## src/hw/rtl/fbc_pkg.sv

```systemverilog
// fbc_pkg: shared types, constants and the crc-16 byte update for the frame builder
// used by every module of the frame builder except fbc_checker; no dependencies

package fbc_pkg;

    localparam int unsigned MAX_BEATS = 10;
    localparam int unsigned HDR_BEATS = 8;
    localparam int unsigned COUNT_W   = $clog2(MAX_BEATS + 1);
    localparam int unsigned IN_DATA_W = 48;

    localparam logic [15:0] CRC_INIT = 16'hFFFF;
    localparam logic [15:0] CRC_POLY = 16'h1021;

    localparam logic [COUNT_W-1:0] CNT_HDR      = COUNT_W'(HDR_BEATS);
    localparam logic [COUNT_W-1:0] CNT_HDR_CRC  = COUNT_W'(HDR_BEATS + 2);
    localparam logic [COUNT_W-1:0] CNT_PAY      = COUNT_W'(1);
    localparam logic [COUNT_W-1:0] CNT_PAY_CRC  = COUNT_W'(3);

    typedef enum logic [1:0] {
        REG_SYNC_FIRST     = 2'd0,
        REG_SYNC_SECOND    = 2'd1,
        REG_FORMAT_VERSION = 2'd2
    } reg_idx_t;

    typedef enum logic {
        OP_START   = 1'b0,
        OP_PAYLOAD = 1'b1
    } opcode_t;

    typedef logic [MAX_BEATS-1:0][7:0] frame_bytes_t;

    typedef struct packed {
        logic [7:0] sync_first;
        logic [7:0] sync_second;
        logic [7:0] format_version;
    } cfg_t;

    typedef struct packed {
        logic               load;
        frame_bytes_t       bytes;
        logic [COUNT_W-1:0] count;
        logic               last;
    } result_t;

    function automatic logic [15:0] crc16_byte(input logic [15:0] crc, input logic [7:0] b);
        logic [15:0] c;
        c = crc ^ {b, 8'h00};
        for (int k = 0; k < 8; k++)
        begin
            if (c[15])
                c = {c[14:0], 1'b0} ^ CRC_POLY;
            else
                c = {c[14:0], 1'b0};
        end
        return c;
    endfunction

endpackage

```

## src/hw/rtl/frame_builder_crc16_core.sv

```systemverilog
// frame_builder_crc16_core: top level of the frame builder with crc-16/ccitt-false
// depends on fbc_pkg, fbc_regs, fbc_framer, fbc_serializer
//
//   channel   | direction | beat content
//   ----------+-----------+-----------------------------------------------------
//   s_axis    | in        | one start item (tuser 0) or one payload byte (tuser 1)
//   m_axis    | out       | one frame byte, tlast on the final crc byte
//   apb       | in/out    | sync_first @0x0, sync_second @0x4, format_version @0x8
//
// an item waits in the input register until the result register is free, then loads it
// start item: 8 output beats (10 with zero length); payload byte: 1 or 3, none if no frame
// output sets the rate: one beat per cycle unless stalled; mid-frame payload: 1 item/cycle
// reset clears the frame state (crc 0xffff, no open frame) and empties both registers
// a stalled output holds its beat; the input register takes one item, then waits until it frees

module frame_builder_crc16_core (
    input  logic                          clk,
    input  logic                          rst_n,
    input  logic                          s_tvalid,
    output logic                          s_tready,
    input  logic [fbc_pkg::IN_DATA_W-1:0] s_tdata,  // message_type, sequence_number,
                                                    // length_bytes, payload_byte
    input  logic                          s_tuser,  // opcode
    output logic                          m_tvalid,
    input  logic                          m_tready,
    output logic [7:0]                    m_tdata,  // out_byte
    output logic                          m_tlast,
    input  logic                          psel,
    input  logic                          penable,
    input  logic                          pwrite,
    input  logic [3:0]                    paddr,
    input  logic [31:0]                   pwdata,
    output logic [31:0]                   prdata,
    output logic                          pready
);

    fbc_pkg::cfg_t    cfg;
    fbc_pkg::result_t result;
    logic             res_free;

    fbc_regs u_regs (
        .clk     (clk),
        .rst_n   (rst_n),
        .psel    (psel),
        .penable (penable),
        .pwrite  (pwrite),
        .paddr   (paddr),
        .pwdata  (pwdata),
        .prdata  (prdata),
        .pready  (pready),
        .cfg     (cfg)
    );

    fbc_framer u_framer (
        .clk      (clk),
        .rst_n    (rst_n),
        .s_tvalid (s_tvalid),
        .s_tready (s_tready),
        .s_tdata  (s_tdata),
        .s_tuser  (s_tuser),
        .cfg      (cfg),
        .res_free (res_free),
        .result   (result)
    );

    fbc_serializer u_serializer (
        .clk      (clk),
        .rst_n    (rst_n),
        .result   (result),
        .res_free (res_free),
        .m_tvalid (m_tvalid),
        .m_tready (m_tready),
        .m_tdata  (m_tdata),
        .m_tlast  (m_tlast)
    );

endmodule

```

## src/hw/rtl/fbc_regs.sv

```systemverilog
// fbc_regs: apb-style configuration registers (sync bytes and format version)
// depends on fbc_pkg

module fbc_regs (
    input  logic              clk,
    input  logic              rst_n,
    input  logic              psel,
    input  logic              penable,
    input  logic              pwrite,
    input  logic [3:0]        paddr,
    input  logic [31:0]       pwdata,
    output logic [31:0]       prdata,
    output logic              pready,
    output fbc_pkg::cfg_t     cfg
);

    fbc_pkg::reg_idx_t idx;
    logic              wr;
    fbc_pkg::cfg_t     cfg_reg;
    fbc_pkg::cfg_t     cfg_next;

    assign idx    = fbc_pkg::reg_idx_t'(paddr[3:2]);
    assign pready = 1'b1;
    assign wr     = psel && penable && pwrite && pready;
    assign cfg    = cfg_reg;

    always_comb
    begin
        cfg_next = cfg_reg;
        prdata   = '0;
        case (idx)
            fbc_pkg::REG_SYNC_FIRST:
            begin
                prdata[7:0] = cfg_reg.sync_first;
                if (wr)
                    cfg_next.sync_first = pwdata[7:0];
            end
            fbc_pkg::REG_SYNC_SECOND:
            begin
                prdata[7:0] = cfg_reg.sync_second;
                if (wr)
                    cfg_next.sync_second = pwdata[7:0];
            end
            fbc_pkg::REG_FORMAT_VERSION:
            begin
                prdata[7:0] = cfg_reg.format_version;
                if (wr)
                    cfg_next.format_version = pwdata[7:0];
            end
            default:
            begin
                prdata = '0;
            end
        endcase
    end

    always_ff @(posedge clk or negedge rst_n)
    begin
        if (!rst_n)
            cfg_reg <= '0;
        else
            cfg_reg <= cfg_next;
    end

endmodule

```

## src/hw/rtl/fbc_framer.sv

```systemverilog
// fbc_framer: input register, frame state (crc, bytes left, open flag) and result build
// depends on fbc_pkg

module fbc_framer (
    input  logic                              clk,
    input  logic                              rst_n,
    input  logic                              s_tvalid,
    output logic                              s_tready,
    input  logic [fbc_pkg::IN_DATA_W-1:0]     s_tdata,
    input  logic                              s_tuser,
    input  fbc_pkg::cfg_t                     cfg,
    input  logic                              res_free,
    output fbc_pkg::result_t                  result
);

    logic        in_load;
    logic        take;
    logic        in_valid_reg;
    logic        in_valid_next;

    fbc_pkg::opcode_t op_reg;
    logic [7:0]  type_reg;
    logic [15:0] seq_reg;
    logic [15:0] len_reg;
    logic [7:0]  pay_reg;
    logic [15:0] hcrc_reg;
    logic [15:0] hcrc_next;

    logic [15:0] crc_reg;
    logic [15:0] crc_next;
    logic [15:0] rem_reg;
    logic [15:0] rem_next;
    logic        open_reg;
    logic        open_next;

    assign in_load  = s_tvalid && s_tready;
    assign take     = in_valid_reg && res_free;
    assign s_tready = !in_valid_reg || take;

    // header crc over version, type and sequence number, ahead of the length bytes
    always_comb
    begin
        hcrc_next = fbc_pkg::crc16_byte(fbc_pkg::CRC_INIT, cfg.format_version);
        hcrc_next = fbc_pkg::crc16_byte(hcrc_next, s_tdata[7:0]);
        hcrc_next = fbc_pkg::crc16_byte(hcrc_next, s_tdata[23:16]);
        hcrc_next = fbc_pkg::crc16_byte(hcrc_next, s_tdata[15:8]);
    end

    always_comb
    begin
        in_valid_next = in_valid_reg;
        if (in_load)
            in_valid_next = 1'b1;
        else if (take)
            in_valid_next = 1'b0;
    end

    always_comb
    begin
        logic [15:0] c;
        logic [15:0] rem_dec;

        c         = '0;
        rem_dec   = rem_reg - 16'd1;
        crc_next  = crc_reg;
        rem_next  = rem_reg;
        open_next = open_reg;
        result    = '0;

        if (take)
        begin
            result.load = 1'b1;
            case (op_reg)
                fbc_pkg::OP_START:
                begin
                    c = fbc_pkg::crc16_byte(hcrc_reg, len_reg[15:8]);
                    c = fbc_pkg::crc16_byte(c, len_reg[7:0]);
                    result.bytes[0] = cfg.sync_first;
                    result.bytes[1] = cfg.sync_second;
                    result.bytes[2] = cfg.format_version;
                    result.bytes[3] = type_reg;
                    result.bytes[4] = seq_reg[15:8];
                    result.bytes[5] = seq_reg[7:0];
                    result.bytes[6] = len_reg[15:8];
                    result.bytes[7] = len_reg[7:0];
                    result.bytes[8] = c[15:8];
                    result.bytes[9] = c[7:0];
                    crc_next  = c;
                    rem_next  = len_reg;
                    open_next = (len_reg != 16'd0);
                    if (len_reg == 16'd0)
                    begin
                        result.count = fbc_pkg::CNT_HDR_CRC;
                        result.last  = 1'b1;
                    end
                    else
                    begin
                        result.count = fbc_pkg::CNT_HDR;
                    end
                end
                fbc_pkg::OP_PAYLOAD:
                begin
                    if (open_reg)
                    begin
                        c = fbc_pkg::crc16_byte(crc_reg, pay_reg);
                        result.bytes[0] = pay_reg;
                        result.bytes[1] = c[15:8];
                        result.bytes[2] = c[7:0];
                        crc_next = c;
                        rem_next = rem_dec;
                        if (rem_dec == 16'd0)
                        begin
                            open_next    = 1'b0;
                            result.count = fbc_pkg::CNT_PAY_CRC;
                            result.last  = 1'b1;
                        end
                        else
                        begin
                            result.count = fbc_pkg::CNT_PAY;
                        end
                    end
                end
                default:
                begin
                    result.count = '0;
                end
            endcase
        end
    end

    always_ff @(posedge clk or negedge rst_n)
    begin
        if (!rst_n)
        begin
            in_valid_reg <= 1'b0;
            crc_reg      <= fbc_pkg::CRC_INIT;
            rem_reg      <= '0;
            open_reg     <= 1'b0;
        end
        else
        begin
            in_valid_reg <= in_valid_next;
            crc_reg      <= crc_next;
            rem_reg      <= rem_next;
            open_reg     <= open_next;
        end
    end

    always_ff @(posedge clk)
    begin
        if (in_load)
        begin
            op_reg   <= fbc_pkg::opcode_t'(s_tuser);
            type_reg <= s_tdata[7:0];
            seq_reg  <= s_tdata[23:8];
            len_reg  <= s_tdata[39:24];
            pay_reg  <= s_tdata[47:40];
            hcrc_reg <= hcrc_next;
        end
    end

endmodule

```

## src/hw/rtl/fbc_serializer.sv

```systemverilog
// fbc_serializer: result register that emits the bytes of one item, one beat per cycle
// while m_tready is high; depends on fbc_pkg

module fbc_serializer (
    input  logic             clk,
    input  logic             rst_n,
    input  fbc_pkg::result_t result,
    output logic             res_free,
    output logic             m_tvalid,
    input  logic             m_tready,
    output logic [7:0]       m_tdata,
    output logic             m_tlast
);

    fbc_pkg::frame_bytes_t               buf_reg;
    fbc_pkg::frame_bytes_t               buf_next;
    logic [fbc_pkg::COUNT_W-1:0]         left_reg;
    logic [fbc_pkg::COUNT_W-1:0]         left_next;
    logic                                end_reg;
    logic                                end_next;
    logic                                beat;
    logic                                on_last;

    assign on_last  = (left_reg == fbc_pkg::COUNT_W'(1));
    assign m_tvalid = (left_reg != '0);
    assign m_tdata  = buf_reg[0];
    assign m_tlast  = end_reg && on_last;
    assign beat     = m_tvalid && m_tready;
    assign res_free = !m_tvalid || (on_last && m_tready);

    always_comb
    begin
        buf_next  = buf_reg;
        left_next = left_reg;
        end_next  = end_reg;
        if (result.load)
        begin
            buf_next  = result.bytes;
            left_next = result.count;
            end_next  = result.last;
        end
        else if (beat)
        begin
            buf_next  = {8'h00, buf_reg[fbc_pkg::MAX_BEATS-1:1]};
            left_next = left_reg - fbc_pkg::COUNT_W'(1);
        end
    end

    always_ff @(posedge clk or negedge rst_n)
    begin
        if (!rst_n)
        begin
            left_reg <= '0;
            end_reg  <= 1'b0;
        end
        else
        begin
            left_reg <= left_next;
            end_reg  <= end_next;
        end
    end

    always_ff @(posedge clk)
    begin
        buf_reg <= buf_next;
    end

endmodule

```

## config.mk

```make
export PLATFORM = sky130hd
export DESIGN_NAME = frame_builder_crc16_core
export DESIGN_NICKNAME = d
export VERILOG_FILES = /design/src/hw/rtl/fbc_pkg.sv /design/src/hw/rtl/frame_builder_crc16_core.sv /design/src/hw/rtl/fbc_regs.sv /design/src/hw/rtl/fbc_framer.sv /design/src/hw/rtl/fbc_serializer.sv
export SDC_FILE = /design/constraint.sdc
export NUM_CORES = 1
export LEC_CHECK = 0
export ABC_AREA = 1
export BUFFER_PORTS_ARGS = -buffer_cell sky130_fd_sc_hd__buf_2
export CORE_ASPECT_RATIO = 0.6
export CORE_MARGIN = 2
export CORE_UTILIZATION = 32
export DETAILED_ROUTE_END_ITERATION = 10
export GPL_TIMING_DRIVEN = 0
export SYNTH_ARGS = -nofsm -noshare
export SYNTH_HDL_FRONTEND = slang
export SYNTH_SLANG_ARGS = --single-unit
```

## constraint.sdc

```tcl
create_clock -name clk -period 5.7 [get_ports clk]
set_input_delay 1.425 -clock clk [delete_from_list [all_inputs] [get_ports clk]]
set_output_delay 1.425 -clock clk [all_outputs]
set_load 0.05 [all_outputs]
```

Word level (Yosys, flattened, before mapping) --
Cells that the tools add are included.
Word-level totals: output and inout bits 44, latch bits 0, bits of input ports 92, logic and storage cells 247, memory bits (writable) 0, register bits 208, memories 0, bits in read-only memories 0
Operators by class: bitwise gates (word level) 64, muxes and demuxes 129, multipliers 0, reductions and logical operators 22, magnitude comparators 0, add/sub/neg operators 2, eq/ne operators 4, div/mod/pow operators 0, shifts and indexed selects 0
Operators with widths (number):
- 16-bit 2-to-1 mux | 53
- 13-bit 2-to-1 mux | 56
- 3-bit inverter | 56
- 80-bit 2-to-1 mux | 2
- 16-bit XOR | 6
- 86-bit 2-to-1 mux | 1
- 16-bit case mux with 2 select lines | 2
- 29-bit case mux with 2 select lines | 1
- 56-bit 2-to-1 mux | 1
- 16-bit logical NOT | 2
- 29-bit 2-to-1 mux | 1
- 8-bit case mux with 3 select lines | 1
- 16-bit inverter | 1
- 16-bit nonzero test | 1
- 16-bit by 1-bit subtractor with 16-bit output, second input constant | 1
- 4-bit 2-to-1 mux | 2
- 2-bit AND reduction | 4
- 1-bit logical AND | 7
- 1-bit 2-to-1 mux | 6
- 4-bit by 1-bit equality test with 1-bit output, second input constant | 1
- 2-bit 2-to-1 mux | 2
- 2-bit nonzero test | 2
- 4-bit nonzero test | 1
- 4-bit by 1-bit subtractor with 4-bit output, second input constant | 1
- 8 further kinds | 10

Logic depth before layout (Yosys ltp) --
depth after elaboration 68, mapped depth 19, depth with buffers taken out 19

By module --
From an unflattened synthesis, not the netlist that was laid out.
Second synthesis, totals: cell total of the unflattened synthesis 1443, area, all modules 11976.5 sq um
By module, submodules not included:
- fbc_framer | area each 6839.1 sq um, cells each 884, times used 1
- fbc_serializer | area each 3829.9 sq um, cells each 386, times used 1
- fbc_regs | area each 1307.5 sq um, cells each 173, times used 1

Worst setup path before layout --
No wires, ideal clock.
path kind input to output, start input paddr[2], end output prdata[0], buffers on the path 0, path slack 1.754 ns, data required time 4.275 ns, stages on the path 4, arrival 2.521 ns, path through inv_1 -> nor2_1 -> inv_1 -> o221ai_1
On the way: word-level cells in the longest chain between the ends 2
RTL lines:
- start: declaration | line frame_builder_crc16_core.sv:31 | input logic [3:0] paddr,
- 2-bit equality test, or another cell as far along | line fbc_regs.sv:31 | case (idx)
- 8-bit case mux with 3 select lines (*) | line fbc_regs.sv:31
- end: declaration | line frame_builder_crc16_core.sv:33 | output logic [31:0] prdata,
Mark *: on every way between the ends. The rest lies on a longest branch, timed or not.

Final worst setup path --
start input paddr[3], end output prdata[3]
Same word-level chain as after synthesis.

==> flow_summary_export.csv <==
group,metric,value,unit
grt,antenna_found_initial,0,
finish,largest_reg_flops,72,
sta,finalClockSkew,0.008560,ns
critical_path,critPathArrivalTime,2.54,ns
grt,globalRouteOverflowTotal,0,
synthesis,synthArstFlopShare,30.29,%
critical_path,cp-startpoint,"paddr[3]",
job,cap_violations,0,
cts,cts_buffers,21,
sta,timing.hold.ws,0.4810,ns
cts,clk_pin_slew_worst_paths,0.06,ns
worst_hold_path,hold_depth,2,
route,wire_per_inst,17.86,um
finish,final_cell_mix,"376 x nand2_1, 145 x edfxtp_1, 114 x inv_1",
route,drt_iter0_drc,914,
synthesis,yosys_most_used_dff,"edfxtp_1",
route,drc,0,
power,pwr_density_cell,659.3,nW/um^2
placed_design,post-place-ws,1.739,ns
synthesis,netlist_area,11160,sq um
finish,nets,1450,
critical_path,reg2reg_from,"u_framer.len_reg[15]$_DFFE_PP_",
sta,hold_violations,0,
critical_path,reg2reg_slack,2.78,ns
route,drtPass1Iterations,6,
route,ant_nets,0,
cts,cts.sinks,208,
finish,syn2layout_area_growth,15.60,%
synthesis,synth_seq_cells,208,
grt,grt_pass1_wl,49580,um
floorplan,initial_core_util,32.79,%
placed_design,place_congestion,0.9125,
finish,drive_above_1_share,16.45,%
sta,setup-tns-final,0,ns
synthesis,synth_edf_count,145,
floorplan,fp.dieH,148.6,um
critical_path,criticalPathCategory,"in -> out",
critical_path,worstReg2RegEnd,"u_framer.crc_reg[15]$_DFFE_PN1P_",
run_status,outcome,"finished, final reports clean",
floorplan,fp.dieArea,36430,sq um
critical_path,start_kind,"input pin",
grt,grt_max_degree,66,
sta,fin_crit_sh,69.53,%
synthesis,yosysSeqAreaShare,53.33,%
cts,root_buffer,"clkbuf_16",
sta,drv_slew,0,
route,viasPerCell,4.828,
power,vdd_drop_max,0.0002671,V
synthesis,ys_warn_count,0,
placed_design,io_buffers,84,
sta,setup_viol,0,
grt,grt_pass1_vias,8369,
sta,max_freq,0.2523,GHz
cts,cts_tree,"done",
floorplan,num_io_pins,136,
synthesis,ys_types,39,
cts,holdBufCountCts,0,
finish,final_common_cell,"nand2_1",
critical_path,cp-endpoint,"prdata[3]",
sta,worst_slack,1.737,ns
power,power_leakage,5.733,nW
placed_design,dp_hpwl,24930,um
sta,rsz0062_at_grt,"no",
sta,fin_crit,3.963,ns
cts,cts_resized,0,
worst_hold_path,hp-class,"reg -> reg",
cts,clockBufferDepth,3,
cts,clk_latency,0.51,ns
cts,h-tree-depth,1,
floorplan,core,34030,sq um
route,via_count,8821,
sta,tightest_slew,0.9048,ns
synthesis,postSynthAreaPerCell,9.124,sq um
critical_path,required,4.28,ns
grt,grt_usage,18.04,%
cts,cts_setup_buffers,0,
synthesis,syn_inst,1223,
critical_path,worstRegToRegCells,11,
finish,num_antenna_cells,0,
finish,fillers,3428,
floorplan,rows,52,
route,wirelength,32640,um
sta,slew_headroom,39.68,%
floorplan,die_w,245.1,um
critical_path,worstPathMaxFanout,9,
critical_path,endpoint_kind,"output pin",
worst min-delay path by stage:
| stage | start | slack (ns) | end |
|---|---|---|---|
| 2_1_floorplan | u_framer.rem_reg[9]$_DFFE_PN0P_ | 0.45 | u_framer.rem_reg[9]$_DFFE_PN0P_ |
| 3_3_place_gp | u_framer.crc_reg[4]$_DFFE_PN1P_ | 0.47 | u_framer.crc_reg[4]$_DFFE_PN1P_ |
| 3_5_place_dp | u_framer.crc_reg[4]$_DFFE_PN1P_ | 0.47 | u_framer.crc_reg[4]$_DFFE_PN1P_ |
| 4_1_cts | u_framer.crc_reg[4]$_DFFE_PN1P_ | 0.48 | u_framer.crc_reg[4]$_DFFE_PN1P_ |
| 5_1_grt | u_framer.crc_reg[4]$_DFFE_PN1P_ | 0.51 | u_framer.crc_reg[4]$_DFFE_PN1P_ |
| 6_report | u_framer.crc_reg[4]$_DFFE_PN1P_ | 0.48 | u_framer.crc_reg[4]$_DFFE_PN1P_ |
kinds of logic after synthesis:
kind of cell               after synthesis  synth area share, %
DFF                                    208                53.33
and+or+nand+nor                        560                21.34
other                                    2              0.06730
adders and majority gates                4               0.4485
xor gates and xnor gates                98                8.029
AOI/OAI and AO/OA                      155                8.982
buffers and inverters                  196                7.804
layout make-up:
cell class	instances	area, sq um	area share (%)
Tap cell	459	574.3	4.452
Sequential cell	208	5951	46.13
Multi-Input combinational cell	842	4423	34.29
Clock buffer	28	551.8	4.278
Buffer	67	386.6	2.997
Clock inverter	9	80.08	0.6208
Timing Repair Buffer	85	442.9	3.434
Inverter	129	489.2	3.793
stage by stage:
step / power, mW / instance area [sq um] / std cells / util [%]
after global placement: 7.032 / 12240 / 1789 / 35.97
after global routing: 9.107 / 12900 / 1827 / 37.91
after CTS: 8.455 / 12900 / 1827 / 37.91
final: 8.504 / 12900 / 1827 / 37.91
after floorplan: 5.846 / 11240 / 1246 / -
after detailed placement: 7.098 / 12270 / 1790 / 36.05
per-layer routing:
layer	GRT usage [%]	vias up	wire, um
li1	-	4249	-
met3	5.088	34	3276
met4	2.988	0	464
met5	0	-	0
met2	23.84	313	12600
met1	28.85	4225	16290
critical path, stage by stage:
cell      delay [ns]
buf_2           0.12
nor2_1          0.44
nand2_1         0.12
o221ai_1        0.12
buf_2           0.31
power breakdown:
part           leakage (nW)  internal, mW  switching [mW]  total [mW]
clock                 0.301         0.731           0.611        1.34
combinational          3.27          1.35            2.96        4.31
sequential             2.17          2.52           0.331        2.85
total                  5.73          4.60            3.90        8.50
Yosys cell counts, types with 9 or more instances:
| library cell | n | share of area [%] |
|---|---|---|
| nand2_1 | 376 | 13 |
| a21oi_1 | 9 | 0.40 |
| inv_1 | 116 | 3.9 |
| xnor2_1 | 35 | 2.7 |
| nand2_2 | 28 | 1.6 |
| dfrtp_1 | 47 | 11 |
| o221ai_1 | 21 | 1.6 |
| buf_4 | 33 | 2.2 |
| nand3_1 | 78 | 3.5 |
| a22o_1 | 25 | 2.0 |
| inv_2 | 11 | 0.37 |
| nor2_1 | 45 | 1.5 |
| xor2_1 | 58 | 4.6 |
| clkbuf_1 | 29 | 0.98 |
| edfxtp_1 | 145 | 39 |
| o21ai_0 | 80 | 3.6 |
| dfstp_2 | 16 | 3.8 |
No activity file was read; power rests on OpenSTA's default activity.
